**config.mk**
```make
export PLATFORM = sky130hd
export DESIGN_NAME = memory_budget_accountant_flat
export DESIGN_NICKNAME = d
export VERILOG_FILES = /design/src/sv/mba_pkg.sv /design/src/sv/mba_if.sv /design/src/sv/memory_budget_accountant.sv /design/src/sv/mba_cfg_regs.sv /design/src/sv/mba_class_ram.sv /design/src/flat_wrapper.sv
export SDC_FILE = /design/constraint.sdc
export NUM_CORES = 2
export LEC_CHECK = 0
export ABC_CLOCK_PERIOD_IN_PS = 35500
export BUFFER_PORTS_ARGS = -buffer_cell sky130_fd_sc_hd__clkbuf_2
export CAP_MARGIN = 20
export CORE_UTILIZATION = 60
export CTS_CLUSTER_DIAMETER = 30
export DETAILED_ROUTE_END_ITERATION = 12
export HOLD_SLACK_MARGIN = 0.12
export PLACE_DENSITY_LB_ADDON = 0.12
export RECOVER_POWER = 100
export SETUP_SLACK_MARGIN = 0.1
export SLEW_MARGIN = 20
export SYNTH_ARGS = -nofsm -noshare
export SYNTH_HDL_FRONTEND = slang
export SYNTH_SLANG_ARGS = --single-unit
```
**constraint.sdc**
```tcl
create_clock -name i_clk -period 35.5 [get_ports i_clk]
set_input_delay 5.325 -clock i_clk [delete_from_list [all_inputs] [get_ports i_clk]]
set_output_delay 5.325 -clock i_clk [all_outputs]
set_load 0.02 [all_outputs]
```
**src/sv/mba_pkg.sv**
```systemverilog
package mba_pkg;

    // Fixed widths of the transfer fields and of the configuration port.
    localparam int CLASS_W    = 3;
    localparam int FIELD_W    = 48;
    localparam int APB_ADDR_W = 4;
    localparam int APB_DATA_W = 64;

    localparam logic [FIELD_W-1:0] LIMIT_RESET = FIELD_W'(268435456);

    typedef enum logic [1:0] {
        CMD_RESERVE     = 2'd0,
        CMD_RESERVE_OVR = 2'd1,
        CMD_RELEASE     = 2'd2,
        CMD_QUERY       = 2'd3
    } t_cmd;

    typedef enum logic [2:0] {
        ST_OK        = 3'd0,
        ST_DENIED    = 3'd1,
        ST_BAD_CLASS = 3'd2,
        ST_OVERSIZE  = 3'd3,
        ST_MISMATCH  = 3'd4
    } t_status;

    // Register decode uses the 8-byte slot bit of the address.
    typedef enum logic {
        REG_LIMIT     = 1'b0,
        REG_OUT_CLASS = 1'b1
    } t_reg_idx;

    typedef struct packed {
        logic [FIELD_W-1:0] limit;
        logic [CLASS_W-1:0] out_class;
    } t_cfg;

endpackage

```
**src/sv/mba_if.sv**
```systemverilog
interface mba_req_if import mba_pkg::*; ();
    logic               valid;
    logic               ready;
    t_cmd               command;
    logic [CLASS_W-1:0] mem_class;
    logic [FIELD_W-1:0] byte_count;
    logic               release_oversized;

    modport source (output valid, command, mem_class, byte_count, release_oversized,
                    input ready);
    modport sink   (input valid, command, mem_class, byte_count, release_oversized,
                    output ready);
endinterface

interface mba_rsp_if import mba_pkg::*; ();
    logic               valid;
    logic               ready;
    t_status            status;
    logic [FIELD_W-1:0] total_used;
    logic [FIELD_W-1:0] class_used;
    logic [FIELD_W-1:0] peak_used;

    modport source (output valid, status, total_used, class_used, peak_used,
                    input ready);
    modport sink   (input valid, status, total_used, class_used, peak_used,
                    output ready);
endinterface

```
**src/sv/memory_budget_accountant.sv**
```systemverilog
// A transferred request is held in the stage-one registers; its response is then
// registered into the response register and given on the port from there.
// Throughput: one request per cycle, set by the single read-modify-write of the
// per-class memory; a held response stalls the request side.
// Reset (synchronous, active low) clears all counters, oversized mode and the
// per-class valid bits, and loads the limit and output class defaults.
module memory_budget_accountant import mba_pkg::*; #(
    parameter int NUM_CLASSES = 8,
    parameter int BYTE_WIDTH  = 48
) (
    input  logic                  i_clk,
    input  logic                  i_rst_n,
    input  logic                  psel,
    input  logic                  penable,
    input  logic                  pwrite,
    input  logic [APB_ADDR_W-1:0] paddr,
    input  logic [APB_DATA_W-1:0] pwdata,
    output logic [APB_DATA_W-1:0] prdata,
    output logic                  pready,
    mba_req_if.sink               i_req,
    mba_rsp_if.source             o_rsp
);

    // Only eight class codes can be presented, so at most eight entries of the
    // per-class memory can ever be touched.
    localparam int CLASS_SPAN = 2 ** CLASS_W;
    localparam int MEM_DEPTH  = (NUM_CLASSES < CLASS_SPAN) ? NUM_CLASSES : CLASS_SPAN;
    localparam int IDX_W      = (MEM_DEPTH > 1) ? $clog2(MEM_DEPTH) : 1;
    localparam int BW         = BYTE_WIDTH;

    t_cfg cfg;

    mba_cfg_regs #(
        .BYTE_WIDTH (BYTE_WIDTH)
    ) u_cfg (
        .i_clk   (i_clk),
        .i_rst_n (i_rst_n),
        .psel    (psel),
        .penable (penable),
        .pwrite  (pwrite),
        .paddr   (paddr),
        .pwdata  (pwdata),
        .prdata  (prdata),
        .pready  (pready),
        .o_cfg   (cfg)
    );

    // ------------------------------------------------------------------
    // Request stage. On a transfer the class is resolved (an oversized
    // reserve is charged to the configured output class), checked against
    // the number of classes, and the class counter read is issued to the
    // memory. The request itself is held in the stage-one registers.
    // ------------------------------------------------------------------
    logic               req_fire;
    logic               upd_fire;
    logic [CLASS_W-1:0] req_cls;
    logic               req_cls_ok;

    logic               r_s1_vld;
    t_cmd               r_s1_cmd;
    logic               r_s1_ok;
    logic [CLASS_W-1:0] r_s1_cls;
    logic [BW-1:0]      r_s1_bytes;
    logic               r_s1_ovr;

    assign req_cls    = (i_req.command == CMD_RESERVE_OVR) ? cfg.out_class : i_req.mem_class;
    assign req_cls_ok = 7'(req_cls) < 7'(NUM_CLASSES);
    assign req_fire   = i_req.valid && i_req.ready;
    // No request transfer is offered while reset is held.
    assign i_req.ready = i_rst_n && (!r_s1_vld || upd_fire);

    always_ff @(posedge i_clk) begin
        if (!i_rst_n) begin
            r_s1_vld <= 1'b0;
        end else if (req_fire) begin
            r_s1_vld <= 1'b1;
        end else if (upd_fire) begin
            r_s1_vld <= 1'b0;
        end
    end

    always_ff @(posedge i_clk) begin
        if (req_fire) begin
            r_s1_cmd   <= i_req.command;
            r_s1_ok    <= req_cls_ok;
            r_s1_cls   <= req_cls;
            r_s1_bytes <= BW'(i_req.byte_count);
            r_s1_ovr   <= i_req.release_oversized;
        end
    end

    // ------------------------------------------------------------------
    // Per-class counters. The memory forwards its own last write, so a
    // read issued at the edge that writes the same entry still returns
    // the updated count and requests can follow each other every cycle.
    // ------------------------------------------------------------------
    logic [BW-1:0] cls_rd;
    logic [BW-1:0] n_cls;
    logic          cls_wr;

    mba_class_ram #(
        .DEPTH (MEM_DEPTH),
        .WIDTH (BW),
        .IDX_W (IDX_W)
    ) u_ram (
        .i_clk     (i_clk),
        .i_rst_n   (i_rst_n),
        .i_rd_en   (req_fire && req_cls_ok),
        .i_rd_idx  (IDX_W'(req_cls)),
        .o_rd_data (cls_rd),
        .i_wr_en   (upd_fire && cls_wr),
        .i_wr_idx  (IDX_W'(r_s1_cls)),
        .i_wr_data (n_cls)
    );

    // ------------------------------------------------------------------
    // Update stage. The scalar state (total, peak, oversized mode) lives
    // in registers and is always current here, because the previous
    // request commits at the edge before this one is evaluated.
    // ------------------------------------------------------------------
    logic [BW-1:0] r_total;
    logic [BW-1:0] r_peak;
    logic          r_ovr_act;
    logic [BW-1:0] n_total;
    logic [BW-1:0] n_peak;
    logic          n_ovr_act;
    t_status       n_status;
    logic [BW-1:0] limit;
    logic          over_room;

    assign limit = BW'(cfg.limit);

    // Room left is zero once the limit has been rewritten below the total.
    assign over_room = (r_total >= limit) ? (r_s1_bytes != '0)
                                          : (r_s1_bytes > (limit - r_total));

    always_comb begin
        n_status  = ST_OK;
        n_total   = r_total;
        n_cls     = cls_rd;
        n_ovr_act = r_ovr_act;
        cls_wr    = 1'b0;
        if (!r_s1_ok) begin
            n_status = ST_BAD_CLASS;
        end else begin
            unique case (r_s1_cmd)
                CMD_RESERVE: begin
                    if (r_ovr_act || over_room) begin
                        n_status = ST_DENIED;
                    end else begin
                        n_total = r_total + r_s1_bytes;
                        n_cls   = cls_rd + r_s1_bytes;
                        cls_wr  = 1'b1;
                    end
                end
                CMD_RESERVE_OVR: begin
                    // The oversized reserve is only taken from an empty budget.
                    if ((r_s1_bytes <= limit) || (r_total != '0) || r_ovr_act) begin
                        n_status = ST_OVERSIZE;
                    end else begin
                        n_total   = r_s1_bytes;
                        n_cls     = r_s1_bytes;
                        n_ovr_act = 1'b1;
                        cls_wr    = 1'b1;
                    end
                end
                CMD_RELEASE: begin
                    if ((r_total < r_s1_bytes) || (cls_rd < r_s1_bytes) ||
                        (r_s1_ovr && !r_ovr_act) ||
                        (r_s1_ovr && (r_total != r_s1_bytes))) begin
                        n_status = ST_MISMATCH;
                    end else begin
                        n_total = r_total - r_s1_bytes;
                        n_cls   = cls_rd - r_s1_bytes;
                        cls_wr  = 1'b1;
                        if (r_s1_ovr) begin
                            n_ovr_act = 1'b0;
                        end
                    end
                end
                CMD_QUERY: begin
                    n_status = ST_OK;
                end
                default: begin
                    n_status = ST_OK;
                end
            endcase
        end
        // The peak follows the new total, so the total never exceeds the peak.
        n_peak = (n_total > r_peak) ? n_total : r_peak;
    end

    always_ff @(posedge i_clk) begin
        if (!i_rst_n) begin
            r_total   <= '0;
            r_peak    <= '0;
            r_ovr_act <= 1'b0;
        end else if (upd_fire) begin
            r_total   <= n_total;
            r_peak    <= n_peak;
            r_ovr_act <= n_ovr_act;
        end
    end

    // ------------------------------------------------------------------
    // Response register. It frees the update stage as soon as the waiting
    // response is taken, in the same cycle, so a stalled sink costs no
    // bubble once it resumes.
    // ------------------------------------------------------------------
    logic               r_out_vld;
    t_status            r_out_status;
    logic [FIELD_W-1:0] r_out_total;
    logic [FIELD_W-1:0] r_out_class;
    logic [FIELD_W-1:0] r_out_peak;

    assign upd_fire = r_s1_vld && (!r_out_vld || o_rsp.ready);

    always_ff @(posedge i_clk) begin
        if (!i_rst_n) begin
            r_out_vld <= 1'b0;
        end else if (upd_fire) begin
            r_out_vld <= 1'b1;
        end else if (o_rsp.ready) begin
            r_out_vld <= 1'b0;
        end
    end

    always_ff @(posedge i_clk) begin
        if (upd_fire) begin
            r_out_status <= n_status;
            r_out_total  <= FIELD_W'(n_total);
            r_out_class  <= r_s1_ok ? FIELD_W'(n_cls) : '0;
            r_out_peak   <= FIELD_W'(n_peak);
        end
    end

    assign o_rsp.valid      = r_out_vld;
    assign o_rsp.status     = r_out_status;
    assign o_rsp.total_used = r_out_total;
    assign o_rsp.class_used = r_out_class;
    assign o_rsp.peak_used  = r_out_peak;

endmodule

```
**src/sv/mba_cfg_regs.sv**
```systemverilog
module mba_cfg_regs import mba_pkg::*; #(
    parameter int BYTE_WIDTH = 48
) (
    input  logic                  i_clk,
    input  logic                  i_rst_n,
    input  logic                  psel,
    input  logic                  penable,
    input  logic                  pwrite,
    input  logic [APB_ADDR_W-1:0] paddr,
    input  logic [APB_DATA_W-1:0] pwdata,
    output logic [APB_DATA_W-1:0] prdata,
    output logic                  pready,
    output t_cfg                  o_cfg
);

    // The limit keeps only as many bits as the byte counters carry.
    localparam int                 MASK_W     = (BYTE_WIDTH < FIELD_W) ? BYTE_WIDTH : FIELD_W;
    localparam logic [FIELD_W-1:0] LIMIT_MASK = {FIELD_W{1'b1}} >> (FIELD_W - MASK_W);

    t_cfg     r_cfg;
    t_reg_idx reg_sel;
    logic     wr_en;

    assign reg_sel = t_reg_idx'(paddr[3]);
    assign wr_en   = psel && penable && pwrite;
    assign pready  = 1'b1;
    assign o_cfg   = r_cfg;

    always_ff @(posedge i_clk) begin
        if (!i_rst_n) begin
            r_cfg.limit     <= LIMIT_RESET & LIMIT_MASK;
            r_cfg.out_class <= '0;
        end else if (wr_en) begin
            unique case (reg_sel)
                REG_LIMIT:     r_cfg.limit     <= pwdata[FIELD_W-1:0] & LIMIT_MASK;
                REG_OUT_CLASS: r_cfg.out_class <= pwdata[CLASS_W-1:0];
                default:       r_cfg.limit     <= r_cfg.limit;
            endcase
        end
    end

    always_comb begin
        unique case (reg_sel)
            REG_LIMIT:     prdata = APB_DATA_W'(r_cfg.limit);
            REG_OUT_CLASS: prdata = APB_DATA_W'(r_cfg.out_class);
            default:       prdata = '0;
        endcase
    end

endmodule

```
**src/sv/mba_class_ram.sv**
```systemverilog
module mba_class_ram #(
    parameter int DEPTH = 8,
    parameter int WIDTH = 48,
    parameter int IDX_W = 3
) (
    input  logic             i_clk,
    input  logic             i_rst_n,
    input  logic             i_rd_en,
    input  logic [IDX_W-1:0] i_rd_idx,
    output logic [WIDTH-1:0] o_rd_data,
    input  logic             i_wr_en,
    input  logic [IDX_W-1:0] i_wr_idx,
    input  logic [WIDTH-1:0] i_wr_data
);

    logic [WIDTH-1:0] mem [DEPTH];
    logic [WIDTH-1:0] r_rd_data;
    logic [IDX_W-1:0] r_rd_idx;
    logic             r_rd_vld;
    logic [DEPTH-1:0] r_vld;
    logic             r_lw_vld;
    logic [IDX_W-1:0] r_lw_idx;
    logic [WIDTH-1:0] r_lw_data;

    always_ff @(posedge i_clk) begin
        if (i_wr_en) begin
            mem[i_wr_idx] <= i_wr_data;
        end
        if (i_rd_en) begin
            r_rd_data <= mem[i_rd_idx];
            r_rd_idx  <= i_rd_idx;
        end
        if (i_wr_en) begin
            r_lw_idx  <= i_wr_idx;
            r_lw_data <= i_wr_data;
        end
    end

    // Entries never written read as zero; the last write is kept so that a
    // read issued in the same cycle as a write to that entry sees new data.
    always_ff @(posedge i_clk) begin
        if (!i_rst_n) begin
            r_vld    <= '0;
            r_rd_vld <= 1'b0;
            r_lw_vld <= 1'b0;
        end else begin
            if (i_wr_en) begin
                r_vld[i_wr_idx] <= 1'b1;
                r_lw_vld        <= 1'b1;
            end
            if (i_rd_en) begin
                r_rd_vld <= r_vld[i_rd_idx];
            end
        end
    end

    always_comb begin
        if (r_lw_vld && (r_lw_idx == r_rd_idx)) begin
            o_rd_data = r_lw_data;
        end else if (r_rd_vld) begin
            o_rd_data = r_rd_data;
        end else begin
            o_rd_data = '0;
        end
    end

endmodule
```
**src/flat_wrapper.sv**
```systemverilog
// flat-port wrapper written by rule: the top's interface ports become plain ports
module memory_budget_accountant_flat import mba_pkg::*;
#(
    parameter int NUM_CLASSES = 8,
    parameter int BYTE_WIDTH  = 48
)
  (i_clk, i_rst_n, psel, penable, pwrite, paddr, pwdata, prdata, pready, i_req_valid, i_req_command, i_req_mem_class, i_req_byte_count, i_req_release_oversized, i_req_ready, o_rsp_valid, o_rsp_status, o_rsp_total_used, o_rsp_class_used, o_rsp_peak_used, o_rsp_ready);
  mba_req_if i_req_i ();
  mba_rsp_if o_rsp_i ();
  input  logic i_clk;
  input  logic i_rst_n;
  input  logic psel;
  input  logic penable;
  input  logic pwrite;
  input  logic [APB_ADDR_W-1:0] paddr;
  input  logic [APB_DATA_W-1:0] pwdata;
  output logic [APB_DATA_W-1:0] prdata;
  output logic pready;
  input wire logic [$bits(i_req_i.valid)-1:0] i_req_valid;
  input wire logic [$bits(i_req_i.command)-1:0] i_req_command;
  input wire logic [$bits(i_req_i.mem_class)-1:0] i_req_mem_class;
  input wire logic [$bits(i_req_i.byte_count)-1:0] i_req_byte_count;
  input wire logic [$bits(i_req_i.release_oversized)-1:0] i_req_release_oversized;
  output wire logic [$bits(i_req_i.ready)-1:0] i_req_ready;
  output wire logic [$bits(o_rsp_i.valid)-1:0] o_rsp_valid;
  output wire logic [$bits(o_rsp_i.status)-1:0] o_rsp_status;
  output wire logic [$bits(o_rsp_i.total_used)-1:0] o_rsp_total_used;
  output wire logic [$bits(o_rsp_i.class_used)-1:0] o_rsp_class_used;
  output wire logic [$bits(o_rsp_i.peak_used)-1:0] o_rsp_peak_used;
  input wire logic [$bits(o_rsp_i.ready)-1:0] o_rsp_ready;
  assign i_req_i.valid = i_req_valid;
  assign i_req_i.command = i_req_command;
  assign i_req_i.mem_class = i_req_mem_class;
  assign i_req_i.byte_count = i_req_byte_count;
  assign i_req_i.release_oversized = i_req_release_oversized;
  assign i_req_ready = i_req_i.ready;
  assign o_rsp_valid = o_rsp_i.valid;
  assign o_rsp_status = o_rsp_i.status;
  assign o_rsp_total_used = o_rsp_i.total_used;
  assign o_rsp_class_used = o_rsp_i.class_used;
  assign o_rsp_peak_used = o_rsp_i.peak_used;
  assign o_rsp_i.ready = o_rsp_ready;
  memory_budget_accountant #(.NUM_CLASSES(NUM_CLASSES), .BYTE_WIDTH(BYTE_WIDTH)) u_core (.i_clk(i_clk), .i_rst_n(i_rst_n), .psel(psel), .penable(penable), .pwrite(pwrite), .paddr(paddr), .pwdata(pwdata), .prdata(prdata), .pready(pready), .i_req(i_req_i), .o_rsp(o_rsp_i));
endmodule
```
==> results.py <==
metrics = {
    "grt": {
        "grt_max_degree": 99,
        "antenna_found_initial": 0,
        "grt_overflow_total": 0,
        "grt_use_total": 0.3642,
        "grt_first_pass_wirelength_mm": 238.8,
        "grt_pass1_vias": 41340,
    },
    "routing": {
        "vias_per_cell": 6.340,
        "ant_nets": 0,
        "vias": 44170,
        "drt-total-wl_mm": 159.6,
        "drc_errors": 0,
        "initialDrtViolationCount": 4464,
        "firstDrtPassIters": 6,
        "routedWlPerCell_um": 22.92,
    },
    "worst_setup_path": {
        "crit_type": "register to register",
        "crit_path_max_incr_delay_ns": 2.52,
        "cp.required_ns": 36.12,
        "r2r-start": "u_core.r_s1_cls[1]",
        "cp-start-kind": "register",
        "arrival_ns": 20.87,
        "end_kind": "register",
        "crit_start": "u_core.r_s1_cls[1]",
        "crit_fanout": 96,
        "slowest_stage": "clkbuf_1",
    },
    "timing": {
        "finalSetupTns_ns": 0,
        "finalCritPeriodShare": 0.5704,
        "fmax_mhz": 49.38,
        "drv_slew": 1826,
        "max-slew-margin-rel": -2.018,
        "finalSetupViolCount": 0,
        "rsz0062_at_grt": "no",
        "timing.final.crit_period_ns": 20.25,
        "clock_skew_ns": 0.04784,
        "hold_viol": 0,
        "tightest_slew_ns": 4.527,
    },
    "power": {
        "power.static_leakage_nw": 22.82,
        "p_comb_frac": 0.166,
        "p_per_area_nw_per_um2": 54.69,
        "pwr-share-clk": 0.467,
        "switching_share": 0.2852,
        "p_sw_w": 0.0009039,
        "ir_drop_uv": 56.27,
        "seq_power_share": 0.367,
        "intPower_w": 0.002265,
    },
    "outcome": {
        "violations": "capacitance limit, slew limit",
        "run_status": "complete, but fails checks",
    },
    "cells_and_area": {
        "layout_common_cells": "854 x nand2_1, 684 x edfxtp_1, 466 x a21oi_1",
        "top_register": "u_core.u_ram.mem",
        "seqCellArea_um2": 23740,
        "fillCellCount": 6575,
        "fin_nets": 6220,
        "largest_register_ffs": 384,
        "drive_gt1_frac": 0.07990,
        "multiInputGateArea_um2": 24350,
        "diodes": 0,
        "fin_cells": 6966,
        "area_growth_syn_to_layout_pct": 14.28,
        "layout_commonest_cell": "nand2_1",
    },
    "floorplan": {
        "die_h_um": 292.7,
        "fp-row-count": 106,
        "io_pins": 343,
        "die_x_um": 292.7,
        "floorplan.core_area_um2": 83690,
        "die_area_um2": 85670,
        "start_util": 0.6059,
    },
    "placed_design": {
        "io_buffers": 306,
        "routabilityCongestion": 1.022,
        "placed_cells": 6682,
        "dp_hpwl_mm": 109.3,
    },
    "clocking": {
        "cts_tree": "built",
        "cts_setup_buffers": 0,
        "clockRootBuffer": "clkbuf_16",
        "numCtsBuffers": 152,
        "cts_resized": 0,
        "holdBufCountCts": 0,
        "cts_buffer_depth": 3,
        "htreeDepth": 4,
        "cts.sink_count": 844,
        "clock_latency_ns": 0.76,
        "clk_transition_reported_paths_ns": 0.05,
    },
    "logic_synthesis": {
        "avgSynthCellArea_um2": 9.300,
        "ys_ff_latch": 844,
        "ys.flop_type": "edfxtp_1",
        "yosys_warnings": 0,
        "synth_edf_count": 684,
        "ys_async_sr_fraction": 0,
        "ys_seq_area_frac": 0.4683,
        "syn_area_um2": 50700,
        "ys_types": 97,
        "syn-instance-count": 5452,
    },
    "worst_hold_path": {
        "hold_start": "u_core.u_ram.r_vld[3]",
        "hold_class": "register to register",
    },
    "run": {
        "cap_violations": 37,
    },
}
==> power by group through the flow <==
stage	sequential, W	clock, W	combinational, W
5_1_grt	0.00116	0.00154	0.000575
4_1_cts	0.00116	0.00149	0.000522
3_3_place_gp	0.00118	0	0.000508
2_1_floorplan	0.00119	0	0.000349
6_report	0.00116	0.00148	0.000527
3_5_place_dp	0.00118	0	0.000518
==> area by class of cell <==
type	count	share of cell area
clock inverter	106	0.02282
inverter	361	0.02345
tap	1134	0.02449
multi-input combinational	3950	0.4202
timing repair buffer	394	0.02958
sequential	844	0.4098
clock buffer	177	0.06972
==> metrics by stage <==
step           utilization  hold slack (ns)  worst slack, ns  power, W  area [µm²]
4_1_cts             0.6997           0.4668            22.02  0.003171       58560
6_report            0.6924           0.4674            15.25  0.003169       57950
3_3_place_gp        0.6356           0.4406            22.25  0.001684       53190
5_1_grt             0.6924           0.4768            13.88  0.003277       57950
3_5_place_dp        0.6356           0.4487            22.04  0.001695       53190
2_1_floorplan            -           0.4244            23.62  0.001534       50760
==> per-layer routing <==
layer  vias to the layer above  GRT usage  share of wire
li1                      20460          -              -
met2                      2380     0.5671           0.44
met1                     20860     0.4903           0.41
met3                       466    0.05425          0.092
met4                         0     0.2000          0.057
met5                         -          0              0
==> cells by family (layout without fill, tap and decap cells) <==
logic type                 count (synthesis)  in the layout  synth area share
xor gates and xnor gates                  67             67           0.01157
adders and majority gates                388            388           0.09648
muxes                                     23             23          0.005009
DFF                                      844            844            0.4683
and+or+nand+nor                         1933           1933            0.1711
buffers and inverters                    673           1038           0.05308
AOI/OAI and AO/OA                       1522           1522            0.1944
other                                      2             17         0.0001481
==> worst max-delay path: cells and delay by family, from the launching register on <==
kind,cells,cell delay (ns)
buffers and inverters,4,6.72
AOI/OAI and AO/OA,13,6.63
and+or+nand+nor,11,4.86
DFF,1,0.52
adders and majority gates,2,1.07
xor gates and xnor gates,1,0.22
==> final timing paths <==
| check | endpoint | slack (ns) | cells after the start |
|---|---|---|---|
| worst max-delay path | u_core.r_peak[46] | 15.25 | 31 |
| worst min-delay path | u_core.u_ram.r_vld[3] | 0.47 | 1 |
| worst max register to register | u_core.r_peak[46] | 15.25 | 31 |
| worst min register to register | u_core.u_ram.r_vld[3] | 0.47 | 1 |
==> Yosys cell counts (all sizes together), types with 33 or more instances <==
cell type | number | area (µm²)
nand2b | 44 | 275.3
a31oi | 34 | 212.7
dfxtp | 160 | 3203
nor2 | 383 | 1443
o221ai | 33 | 289.0
o31ai | 33 | 261.5
o22ai | 39 | 250.2
o21a | 44 | 330.3
nand3 | 313 | 1567
nor4 | 54 | 352.8
ha | 383 | 4792
a221o | 36 | 360.4
edfxtp | 684 | 20540
clkbuf | 204 | 768.2
nand2 | 855 | 3209
a21oi | 468 | 2357
o211ai | 34 | 255.2
xnor2 | 42 | 367.9
a221oi | 49 | 447.9
inv | 360 | 1351
o21bai | 55 | 412.9
nand4 | 71 | 465.4
nor3 | 54 | 275.3
a22oi | 37 | 277.8
nor2b | 44 | 275.3
a211oi | 62 | 470.5
buf | 108 | 568.0
a21o | 94 | 705.7
o21ai | 345 | 1727
(Power assumes the default switching activity.)
